[src/hw/rtl/card_id_base64_rle_decoder_top_macros.svh]
// ----------------------------------------------------------------------------
// Assertion macros for the card ID decoder.
// Shared property forms used at the end of the top level.
// ----------------------------------------------------------------------------
`ifndef CARD_ID_BASE64_RLE_DECODER_TOP_MACROS_SVH
`define CARD_ID_BASE64_RLE_DECODER_TOP_MACROS_SVH

// Same-cycle implication, checked outside reset.
`define CIDRLE_ASSERT_NOW(label, clk, rst_n, ante, cons, msg) \
	label: assert property (@(posedge clk) disable iff (!(rst_n)) (ante) |-> (cons)) \
		else $error(msg);

// Next-cycle implication, checked outside reset.
`define CIDRLE_ASSERT_NEXT(label, clk, rst_n, ante, cons, msg) \
	label: assert property (@(posedge clk) disable iff (!(rst_n)) (ante) |=> (cons)) \
		else $error(msg);

`endif

[src/hw/rtl/cidrle_pkg.sv]
// ----------------------------------------------------------------------------
// Card ID decoder package
// Types, codes and constants shared by the decoder modules.
// ----------------------------------------------------------------------------
`default_nettype none

package cidrle_pkg;

	localparam int CARD_ID_W   = 18;
	localparam int REPEAT_W    = 7;
	localparam int DIGIT_W     = 6;
	localparam int PARTIAL_W   = 12;
	localparam int SHORT_ID_W  = 15;

	localparam logic [PARTIAL_W-1:0]  PAIR_REPEAT_BASE = 12'd4001;
	localparam logic [SHORT_ID_W-1:0] PREFIX_STEP      = 15'd4000;

	localparam logic MODE_PAIR   = 1'b0;
	localparam logic MODE_TRIPLE = 1'b1;

	typedef enum logic [1:0] {
		STATUS_OK       = 2'd0,
		STATUS_BAD_CHAR = 2'd1,
		STATUS_BAD_LEN  = 2'd2
	} status_t;

	typedef enum logic [3:0] {
		PH_START = 4'b0001,
		PH_ONE   = 4'b0010,
		PH_TWO   = 4'b0100,
		PH_HALT  = 4'b1000
	} phase_t;

	typedef struct packed {
		logic [7:0] char_code;
		logic       end_of_string;
	} char_item_t;

	typedef struct packed {
		logic [CARD_ID_W-1:0] card_id;
		logic [REPEAT_W-1:0]  repeat_count;
		logic                 has_card;
		status_t              status;
		logic                 end_of_hash;
	} card_item_t;

	typedef struct packed {
		logic [DIGIT_W-1:0]    digit;
		logic                  digit_ok;
		logic                  prefix_ok;
		logic [SHORT_ID_W-1:0] prefix_offset;
	} char_dec_t;

	typedef struct packed {
		phase_t                phase;
		logic [PARTIAL_W-1:0]  partial;
		logic [SHORT_ID_W-1:0] id_offset;
		logic [SHORT_ID_W-1:0] previous_id;
		logic                  error;
	} str_state_t;

	localparam str_state_t STR_STATE_RESET = '{
		phase:       PH_START,
		partial:     '0,
		id_offset:   '0,
		previous_id: '0,
		error:       1'b0
	};

endpackage

`default_nettype wire

[src/hw/rtl/cidrle_char_dec.sv]
// ----------------------------------------------------------------------------
// Character classifier
// Maps one character to its base64 digit value and prefix offset.
// ----------------------------------------------------------------------------
`default_nettype none

module cidrle_char_dec (
	input  wire logic [7:0]          char_code,
	output cidrle_pkg::char_dec_t    dec
);
	import cidrle_pkg::*;

	logic [7:0] off_upper;
	logic [7:0] off_lower;
	logic [7:0] off_num;

	assign off_upper = char_code - 8'd65;
	assign off_lower = char_code - 8'd71;
	assign off_num   = char_code + 8'd4;

	always_comb begin
		dec.digit         = '0;
		dec.digit_ok      = 1'b1;
		dec.prefix_ok     = 1'b1;
		dec.prefix_offset = '0;
		priority if (char_code >= "A" && char_code <= "Z") begin
			dec.digit = off_upper[DIGIT_W-1:0];
		end else if (char_code >= "a" && char_code <= "z") begin
			dec.digit = off_lower[DIGIT_W-1:0];
		end else if (char_code >= "0" && char_code <= "9") begin
			dec.digit = off_num[DIGIT_W-1:0];
		end else if (char_code == "+") begin
			dec.digit = 6'd62;
		end else if (char_code == "/") begin
			dec.digit = 6'd63;
		end else begin
			dec.digit_ok = 1'b0;
		end
		unique case (char_code)
			"-": dec.prefix_offset = PREFIX_STEP;
			".": dec.prefix_offset = 15'(PREFIX_STEP * 2);
			"~": dec.prefix_offset = 15'(PREFIX_STEP * 3);
			"!": dec.prefix_offset = 15'(PREFIX_STEP * 4);
			"*": dec.prefix_offset = 15'(PREFIX_STEP * 5);
			default: dec.prefix_ok = 1'b0;
		endcase
	end

endmodule

`default_nettype wire

[src/hw/rtl/cidrle_step.sv]
// ----------------------------------------------------------------------------
// Token step logic
// Advances the per-string token state by one character and forms the result.
// ----------------------------------------------------------------------------
`default_nettype none

module cidrle_step (
	input  wire logic                   mode,
	input  wire logic                   end_of_string,
	input  wire cidrle_pkg::char_dec_t  dec,
	input  wire cidrle_pkg::str_state_t st,
	output cidrle_pkg::str_state_t      nxt,
	output cidrle_pkg::card_item_t      res,
	output logic                        emit
);
	import cidrle_pkg::*;

	logic                  err_new;
	logic [PARTIAL_W-1:0]  pair;
	logic                  pair_is_id;
	logic [SHORT_ID_W-1:0] id_sum;
	logic [PARTIAL_W-1:0]  repeat_left;
	logic                  have;
	logic [CARD_ID_W-1:0]  card;
	logic [REPEAT_W-1:0]   count;
	status_t               status;

	assign err_new     = st.error | ~dec.digit_ok;
	assign pair        = {st.partial[DIGIT_W-1:0], dec.digit};
	assign pair_is_id  = pair < PAIR_REPEAT_BASE;
	assign id_sum      = {3'b000, pair} + st.id_offset;
	assign repeat_left = pair - PAIR_REPEAT_BASE;

	always_comb begin
		nxt    = st;
		have   = 1'b0;
		card   = '0;
		count  = '0;
		status = STATUS_OK;
		unique case (st.phase)
			PH_START: begin
				if (mode == MODE_PAIR && dec.prefix_ok) begin
					nxt.id_offset = dec.prefix_offset;
					nxt.phase     = PH_ONE;
				end else begin
					nxt.error   = err_new;
					nxt.partial = {6'd0, dec.digit};
					nxt.phase   = (mode == MODE_PAIR) ? PH_TWO : PH_ONE;
				end
			end
			PH_ONE: begin
				nxt.error = err_new;
				nxt.phase = PH_TWO;
				if (mode == MODE_PAIR) begin
					nxt.partial = {6'd0, dec.digit};
				end else begin
					nxt.partial = pair;
				end
			end
			PH_TWO: begin
				nxt.error = err_new;
				if (err_new) begin
					nxt.phase = PH_HALT;
				end else begin
					have          = 1'b1;
					nxt.phase     = PH_START;
					nxt.partial   = '0;
					nxt.id_offset = '0;
					if (mode == MODE_TRIPLE) begin
						card  = {st.partial, dec.digit};
						count = 7'd1;
					end else if (pair_is_id) begin
						card            = {3'b000, id_sum};
						nxt.previous_id = id_sum;
						count           = 7'd1;
					end else begin
						card  = {3'b000, st.previous_id};
						count = repeat_left[REPEAT_W-1:0];
					end
				end
			end
			default: begin
			end
		endcase

		if (end_of_string) begin
			priority if (nxt.phase == PH_ONE || nxt.phase == PH_TWO) begin
				status = STATUS_BAD_LEN;
			end else if (nxt.error) begin
				status = STATUS_BAD_CHAR;
			end else begin
				status = STATUS_OK;
			end
			nxt = STR_STATE_RESET;
		end
	end

	assign res.card_id      = card;
	assign res.repeat_count = count;
	assign res.has_card     = have;
	assign res.status       = status;
	assign res.end_of_hash  = end_of_string;
	assign emit             = have | end_of_string;

endmodule

`default_nettype wire

[src/hw/rtl/card_id_base64_rle_decoder_top.sv]
// ----------------------------------------------------------------------------
// Card ID base64 run-length decoder
// Decodes an encoded ID string, one character per word, into card IDs.
//
//   Channel  Direction  Word
//   char     in         char_item_t: character and end-of-string flag
//   card     out        card_item_t: ID, repeat count, status, end flag
//   cfg      in         encoding mode bit, always ready
//
// One character word is taken per cycle while the card channel is not stalled;
// a result is formed from the input register and held in the result register.
// Reset clears the token state and the mode; no clearing pass is needed.
// A stalled card channel holds the result and stops the input register,
// while one more character may still enter the input register.
// ----------------------------------------------------------------------------
`default_nettype none

`include "card_id_base64_rle_decoder_top_macros.svh"

module card_id_base64_rle_decoder_top (
	input  wire logic                    clk,
	input  wire logic                    arst_n,
	input  wire logic                    char_valid,
	output logic                         char_ready,
	input  wire cidrle_pkg::char_item_t  char_data,
	output logic                         card_valid,
	input  wire logic                    card_ready,
	output cidrle_pkg::card_item_t       card_data,
	input  wire logic                    cfg_valid,
	output logic                         cfg_ready,
	input  wire logic                    cfg_data
);
	import cidrle_pkg::*;

	logic       mode_q;
	logic       char_valid_s1;
	char_item_t char_s1;
	str_state_t st_q;
	str_state_t st_nxt;
	char_dec_t  dec;
	card_item_t res;
	logic       emit;
	logic       advance;
	logic       card_valid_q;
	card_item_t card_q;

	assign cfg_ready  = 1'b1;
	assign advance    = char_valid_s1 & (~card_valid_q | card_ready);
	assign char_ready = ~char_valid_s1 | advance;
	assign card_valid = card_valid_q;
	assign card_data  = card_q;

	always_ff @(posedge clk or negedge arst_n) begin
		if (!arst_n) begin
			mode_q <= MODE_PAIR;
		end else if (cfg_valid && cfg_ready) begin
			mode_q <= cfg_data;
		end
	end

	always_ff @(posedge clk or negedge arst_n) begin
		if (!arst_n) begin
			char_valid_s1 <= 1'b0;
		end else if (char_ready) begin
			char_valid_s1 <= char_valid;
		end
	end

	always_ff @(posedge clk) begin
		if (char_valid && char_ready) begin
			char_s1 <= char_data;
		end
	end

	cidrle_char_dec u_char_dec (
		.char_code (char_s1.char_code),
		.dec       (dec)
	);

	cidrle_step u_step (
		.mode          (mode_q),
		.end_of_string (char_s1.end_of_string),
		.dec           (dec),
		.st            (st_q),
		.nxt           (st_nxt),
		.res           (res),
		.emit          (emit)
	);

	always_ff @(posedge clk or negedge arst_n) begin
		if (!arst_n) begin
			st_q <= STR_STATE_RESET;
		end else if (advance) begin
			st_q <= st_nxt;
		end
	end

	always_ff @(posedge clk or negedge arst_n) begin
		if (!arst_n) begin
			card_valid_q <= 1'b0;
		end else if (advance) begin
			card_valid_q <= emit;
		end else if (card_ready) begin
			card_valid_q <= 1'b0;
		end
	end

	always_ff @(posedge clk) begin
		if (advance && emit) begin
			card_q <= res;
		end
	end

	`CIDRLE_ASSERT_NOW(a_cardless_is_final, clk, arst_n,
		card_valid_q && !card_q.has_card, card_q.end_of_hash, "cardless result not final")
	`CIDRLE_ASSERT_NOW(a_cardless_is_zero, clk, arst_n,
		card_valid_q && !card_q.has_card,
		card_q.card_id == '0 && card_q.repeat_count == '0, "cardless result not zero")
	`CIDRLE_ASSERT_NOW(a_halt_has_error, clk, arst_n,
		st_q.phase == PH_HALT, st_q.error, "halted without a latched error")
	`CIDRLE_ASSERT_NEXT(a_end_clears_state, clk, arst_n,
		advance && char_s1.end_of_string,
		st_q.phase == PH_START && !st_q.error && st_q.previous_id == '0,
		"string state not cleared at end of string")

endmodule

`default_nettype wire
[config.mk]
export PLATFORM = sky130hd
export DESIGN_NAME = card_id_base64_rle_decoder_top
export DESIGN_NICKNAME = d
export VERILOG_FILES = /design/src/hw/rtl/cidrle_pkg.sv /design/src/hw/rtl/cidrle_char_dec.sv /design/src/hw/rtl/cidrle_step.sv /design/src/hw/rtl/card_id_base64_rle_decoder_top.sv
export VERILOG_INCLUDE_DIRS = /design/src /design/src/hw/rtl
export SDC_FILE = /design/constraint.sdc
export NUM_CORES = 1
export LEC_CHECK = 0
export ABC_CLOCK_PERIOD_IN_PS = 3900
export BUFFER_PORTS_ARGS = -buffer_cell sky130_fd_sc_hd__buf_4
export CAP_MARGIN = 20
export CORE_MARGIN = 4
export CORE_UTILIZATION = 55
export CTS_BUF_LIST = sky130_fd_sc_hd__clkbuf_16
export DETAILED_ROUTE_END_ITERATION = 6
export MAX_ROUTING_LAYER = met4
export PLACE_DENSITY = 0.76
export SLEW_MARGIN = 20
export SYNTH_ARGS = -nofsm -noshare
export SYNTH_HDL_FRONTEND = slang
export SYNTH_HIERARCHICAL = 1
export SYNTH_SLANG_ARGS = --single-unit
[constraint.sdc]
create_clock -name clk -period 3.9 [get_ports clk]
set_clock_uncertainty 0.15 [all_clocks]
set_input_delay 0.195 -clock clk [delete_from_list [all_inputs] [get_ports clk]]
set_output_delay 0.195 -clock clk [all_outputs]
set_load 0.01 [all_outputs]
==> run_results.csv, run 1 <==
group,metric,value,unit
power,power.share.switching,0.330,
floorplan,coreArea,10800,um2
synth,syn_avg_cell_area,9.85,um2
sta,tightest_slew,0.736,ns
route,avgRoutedWirePerCell,19.0,um
clock_network,clock_path_buffers,2,
final_layout,drive_gt1_frac,0.356,
placement,portBuffers,45,
global_route,grt_max_degree,52,
route,drc,0,
floorplan,rows,38,
clock_network,cts.sinks,88,
worst_setup_path,start_kind,"flip-flop",
global_route,grt_pass1_wl,27400,um
sta,setup_violations,0,
final_layout,areaGrowthSynthToFinish,26.4,%
worst_setup_path,arrival,4.03,ns
power,p_leak,0.00332,uW
floorplan,chipWidth,113,um
placement,dp.final_hpwl,11600,um
synth,ys_async_sr_fraction,0.568,
sta,slew_viol_final,0,
global_route,antenna_found_initial,0,
final_layout,fin_nets,781,
synth,netlist_instances,617,
sta,setup_slack,0.0122,ns
route,wl,16900,um
worst_setup_path,path_max_fanout,6,
route,drtIter0Drc,375,
clock_network,cts_buffers,9,
synth,netlist_area,6070,um2
worst_hold_path,min_path_type,"input port to async pin",
synth,synth_edf_count,38,
global_route,gr-total-overflow,0,
placement,pre_cts_ws,-0.178,ns
floorplan,die_area,12800,um2
worst_setup_path,slowest_delay,0.39,ns
power,vdd_drop_max,0.000356,V
clock_network,cts-root-buf,"clkbuf_16",
synth,synth-seq-area-share,0.394,
worst_setup_path,critPathBufInv,7,
floorplan,ios,47,
power,p_int,1810,uW
final_layout,antenna_cells,0,
worst_setup_path,critical_path.endpoint_type,"flip-flop",
power,clkPwrFrac,0.290,
worst_setup_path,cpMostUsedCell,"buf_4",
worst_setup_path,crit_chain,"buf_4, ha_4, nor4bb_4, buf_4, nor4b_4, buf_4, buf_4, a22oi_2, a211oi_2, buf_4, nand2b_4, o31a_1, o2111a_2, nor3_4, buf_6, buf_4, nand2_1, a21oi_1, mux2_2",
worst_setup_path,path_class,"flip-flop to flip-flop",
worst_setup_path,cp.required,4.04,ns
clock_network,cts_tree,"done",
power,p_sw,890,uW
clock_network,insertion_delay,0.35,ns
route,avgViaCountPerCell,6.03,
floorplan,initial_core_util,0.560,
worst_setup_path,critPathTopFamily,"compound AO/OA/AOI/OAI gates",
global_route,grt_usage,0.278,
power,sequentialPowerShare,0.415,
global_route,grt_pass1_vias,5512,
synth,yosys_warnings,6,
sta,hold_viol_final,0,
clock_network,path_clk_slew,0.06,ns
run_status,status,"completed",
sta,layout_worst_path_cycle_share,0.997,
clock_network,cts_max_level,3,
power,power.density,351,nW/um2
synth,synth_cell_types,84,
flow_run,cap_violations,0,
sta,rsz0062_at_grt,"true",
sta,fmax,0.257,GHz
sta,fin_crit,3.89,ns
sta,setup_tns,0,ns
route,ant_nets,0,
worst_setup_path,cpMaxStageDelayCell,"edfxtp_1",
power,comb_power_share,0.295,
synth,ys_ff_latch,88,
floorplan,die_h,113,um
sta,relSlewSlack,0.504,
route,vias,5360,
route,drt-pass1-iter-count,5,
synth,ys.flop_type,"dfrtp_1",
placement,routabilityCongestion,0.949,
==> placed cells by master, fill, tap and decap left out, drive strengths merged, types with 4 or more instances in the layout <==
cell type / n
buf: 142
nand2: 68
a21oi: 56
mux2: 51
dfrtp: 49
nor2: 46
edfxtp: 38
nand3: 38
ha: 21
inv: 20
o21ai: 20
a22oi: 15
dlygate4sd3: 14
nor3: 12
nand2b: 11
clkbuf: 9
and3: 9
o211ai: 8
xnor2: 7
conb: 6
and2: 6
xor2: 6
a31oi: 6
a211oi: 6
or2: 5
a21o: 4
nand4: 4
nor3b: 4
or3: 4
a221oi: 4
nor2b: 4
==> Yosys cell counts, drive strengths merged, types with 8 or more instances <==
master   n  area, um2
a21oi   56        284
a22oi   15        113
and3     9       56.3
buf     29        226
clkbuf  15       56.3
dfrtp   49       1230
edfxtp  38       1140
ha      21        263
inv     15       56.3
mux2    51        687
nand2   68        258
nand2b  11       83.8
nand3   38        200
nor2    46        173
nor3    12       76.3
o211ai   8       60.1
o21ai   20        108
==> cell type report <==
| cell class | count | area, um2 |
|---|---|---|
| Timing Repair Buffer | 156 | 1220 |
| Clock inverter | 7 | 36.3 |
| Sequential cell | 88 | 2390 |
| Clock buffer | 9 | 225 |
| Tap cell | 140 | 175 |
| Fill cell | 827 | 3160 |
| Multi-Input combinational cell | 474 | 3570 |
| Inverter | 15 | 56.3 |
==> cell families after synthesis <==
kind of cell             share of synthesized area
AND/OR/NAND/NOR                              0.202
AO/OA/AOI/OAI                                0.165
flip-flops                                   0.394
buffers and inverters                       0.0558
multiplexers                                 0.116
adder cells (fa/ha/maj)                     0.0465
XOR/XNOR                                    0.0187
other                                      0.00124
==> timing repair <==
action | 4_1_cts | 5_1_grt
endpoints found under the setup margin | 11 | 34
gates resized for setup | 6 | 45
pin swaps | 4 | 18
hold endpoints to repair | 61 | 0
buffers inserted | 2 | 14
hold buffers | 14 | 0
==> path summary, 6_finish.rpt <==
check	startpoint	to	slack [ns]	cells past startpoint
min in group clk	st_q[41]	st_q[41]	0.39	1
setup / recovery	char_s1[1]	st_q[9]	0.01	19
hold reg to reg	st_q[41]	st_q[41]	0.39	1
setup reg to reg	char_s1[1]	st_q[9]	0.01	19
max in group asynchronous	arst_n	st_q[21]	2.85	2
hold / removal	arst_n	st_q[32]	0.29	2
==> metal layers <==
layer | track usage | part of all wire
met5 | - | 0
met1 | 0.344 | 0.42
met4 | 0.121 | 0.031
met3 | 0.0417 | 0.050
met2 | 0.453 | 0.50
==> metrics by stage <==
step                power [uW]  instance area, um2  instances   util  hold slack [ns]
floorplan                 1610                6100        621      -           -0.251
global placement          1840                6940        843  0.640            0.131
detailed placement        1860                6940        843  0.640            0.135
CTS                       2660                7380        875  0.681            0.309
global route              2830                7680        889  0.708            0.352
finish                    2700                7680        889  0.708            0.286
==> power by group through the flow <==
stage | registers (uW) | logic, uW | clock network [uW]
2_1_floorplan | 1130 | 485 | 0
3_3_place_gp | 1130 | 711 | 0
3_5_place_dp | 1130 | 730 | 0
4_1_cts | 1120 | 753 | 795
5_1_grt | 1130 | 859 | 845
6_report | 1120 | 795 | 781
==> sequential cells by signal (all words and copies together), names as in the netlist <==
| register | count |
|---|---|
| card_data | 29 |
| card_valid | 1 |
| char_s1 | 9 |
| char_valid_s1 | 1 |
| mode_q | 1 |
| st_q | 47 |
Note: power is estimated with default switching activity, not from simulation.
==> run 2, diff against run 1 <==
--- a/config.mk
+++ b/config.mk
@@ -9,8 +9,10 @@
 export ABC_CLOCK_PERIOD_IN_PS = 3900
 export BUFFER_PORTS_ARGS = -buffer_cell sky130_fd_sc_hd__buf_4
 export CAP_MARGIN = 20
+export CELL_PAD_IN_SITES_DETAIL_PLACEMENT = 0
+export CELL_PAD_IN_SITES_GLOBAL_PLACEMENT = 1
 export CORE_MARGIN = 4
-export CORE_UTILIZATION = 55
+export CORE_UTILIZATION = 43
 export CTS_BUF_LIST = sky130_fd_sc_hd__clkbuf_16
 export DETAILED_ROUTE_END_ITERATION = 6
 export MAX_ROUTING_LAYER = met4
==> run 2 against run 1 <==
Net effect:
- non-clock buffer count decreased by 19
- final cell count grew 2.4%
- global-route usage fell by 6.8 points
- core utilization shrank 16 points
- clock power is 21% higher
- largest cell class unchanged
- total power grew 4.7%
- clock-buffer cell count stayed put
- critical endpoint is now st_q[11]
- worst hold slack improved by 0.0011 ns
- sequential share of layout area increased by 0.12 points
- flip-flop and latch count did not move
- first-iteration DRC count increased by 3.2%
- sequential power barely moved
==> run_results.csv, run 2 (synthesis gave the netlist of run 1 again) <==
group,metric,value,unit
run_status,status,"completed",
placement,pre_cts_ws,-0.203,ns
worst_setup_path,cpMaxStageDelayCell,"edfxtp_1",
worst_setup_path,cpMostUsedCell,"buf_4",
route,top_layer,"met4",
worst_hold_path,min_path_type,"input port to async pin",
power,p_leak,0.00327,uW
route,vias,5211,
placement,routabilityCongestion,0.907,
final_layout,mostFrequentLayoutCells,"buf_4, nand2_1, a21oi_1",
clock_network,insertion_delay,0.35,ns
clock_network,path_clk_slew,0.07,ns
route,met1_length,7290,um
placement,portBuffers,45,
sta,layout_worst_path_cycle_share,0.969,
final_layout,areaGrowthSynthToFinish,26.0,%
final_layout,final_common_cell,"buf_4",
route,drtIter0Drc,387,
sta,holdWs,0.287,ns
sta,setup_tns,0,ns
route,wl,16400,um
sta,slew_viol_final,0,
worst_setup_path,start_kind,"flip-flop",
power,power.density,369,nW/um2
sta,setup_violations,0,
route,avgRoutedWirePerCell,18.1,um
final_layout,largest_reg_flops,47,
clock_network,cts.sinks,88,
clock_network,clock_path_buffers,2,
final_layout,largest-register,"st_q",
global_route,grt_pass1_wl,26300,um
final_layout,design_area,7650,um2
placement,dp.final_hpwl,11300,um
floorplan,ios,47,
floorplan,chipWidth,127,um
final_layout,drive_gt1_frac,0.342,
worst_setup_path,cp.required,3.98,ns
worst_setup_path,path_max_fanout,5,
sta,tightest_slew,1.05,ns
global_route,grt_usage,0.209,
global_route,gr-total-overflow,0,
route,wl_met2,8040,um
worst_setup_path,crit_chain,"inv_2, ha_4, nor4bb_4, nor4b_4, buf_4, buf_4, o211a_1, a211oi_4, ha_4, nor2b_2, o21a_1, o31a_1, buf_4, nor2_2, xor2_2, o31ai_2, mux2_2",
clock_network,cts_buffers,9,
route,avgViaCountPerCell,5.73,
final_layout,fin_nets,762,
floorplan,die_h,127,um
global_route,antenna_found_initial,0,
floorplan,rows,43,
worst_setup_path,slowest_delay,0.43,ns
sta,hold_viol_final,0,
final_layout,antenna_cells,0,
sta,fmax,0.265,GHz
sta,fin_crit,3.78,ns
floorplan,die_area,16100,um2
route,met3_length,797,um
floorplan,coreArea,13900,um2
worst_setup_path,path_class,"flip-flop to flip-flop",
route,ant_nets,0,
clock_network,cts_tree,"done",
worst_setup_path,arrival,3.86,ns
worst_setup_path,critical_path.endpoint_type,"flip-flop",
route,drt-pass1-iter-count,5,
power,vdd_drop_max,0.000263,V
clock_network,cts_max_level,3,
final_layout,final_core_util,0.551,
sta,rsz0062_at_grt,"true",
sta,setup_slack,0.120,ns
flow_run,cap_violations,0,
route,drc,0,
global_route,grt_pass1_vias,5112,
sta,relSlewSlack,0.301,
placement,post_dp_cell_area,6920,um2
clock_network,cts-root-buf,"clkbuf_16",
global_route,grt_max_degree,51,
final_layout,fill_cells,1266,
floorplan,initial_core_util,0.438,
-- run 2: path summary, 6_finish.rpt --
kind / depth (start not counted) / endpoint / from / slack (ns)
setup / recovery: 17 / st_q[11] / char_s1[1] / 0.12
hold / removal: 2 / st_q[12] / arst_n / 0.29
setup reg to reg: 17 / st_q[11] / char_s1[1] / 0.12
hold reg to reg: 1 / st_q[5] / st_q[5] / 0.39
max in group asynchronous: 2 / st_q[46] / arst_n / 2.84
min in group clk: 1 / st_q[5] / st_q[5] / 0.39
-- run 2: power breakdown --
| group | internal [uW] | total, uW | leakage (uW) | switching [uW] |
|---|---|---|---|---|
| clock | 565 | 948 | 0.000163 | 383 |
| combinational | 328 | 747 | 0.00205 | 419 |
| sequential | 1040 | 1130 | 0.00105 | 86.5 |
| total | 1930 | 2820 | 0.00327 | 889 |
-- run 2: worst max-delay path: cells and delay by family, from the launching register on --
kind | cells | cell delay, ns
buf+inv | 4 | 0.55
simple gates | 4 | 0.76
compound gates | 5 | 0.89
flops | 1 | 0.43
xor+xnor | 1 | 0.23
mux | 1 | 0.27
fa+ha+maj | 2 | 0.41
-- run 2: repair_timing --
item | in CTS | in global routing
pin swaps | 3 | 17
endpoints found under the hold margin | 61 | 0
hold buffers | 14 | 0
setup endpoints to repair | 10 | 36
buffers inserted | 4 | 5
gates resized for setup | 8 | 38
-- run 2: cell type report --
cell class	instances	area [um2]	area share
tap	180	225	0.0294
timing repair buffer	137	1100	0.143
clock buffer	9	225	0.0294
inverter	15	58.8	0.00769
sequential	88	2390	0.313
clock inverter	7	97.6	0.0128
multi-input combinational	474	3550	0.465
-- run 2: through the flow --
stage | power, uW | cells
finish | 2820 | 910
floorplan | 1610 | 621
global route | 2960 | 910
global placement | 1820 | 871
CTS | 2820 | 905
detailed placement | 1840 | 871
-- run 2: layer usage --
metal,up-vias,global-route usage
met2,141,0.329
li1,2477,-
met1,2570,0.279
met4,0,0.0694
met5,-,-
met3,23,0.0307
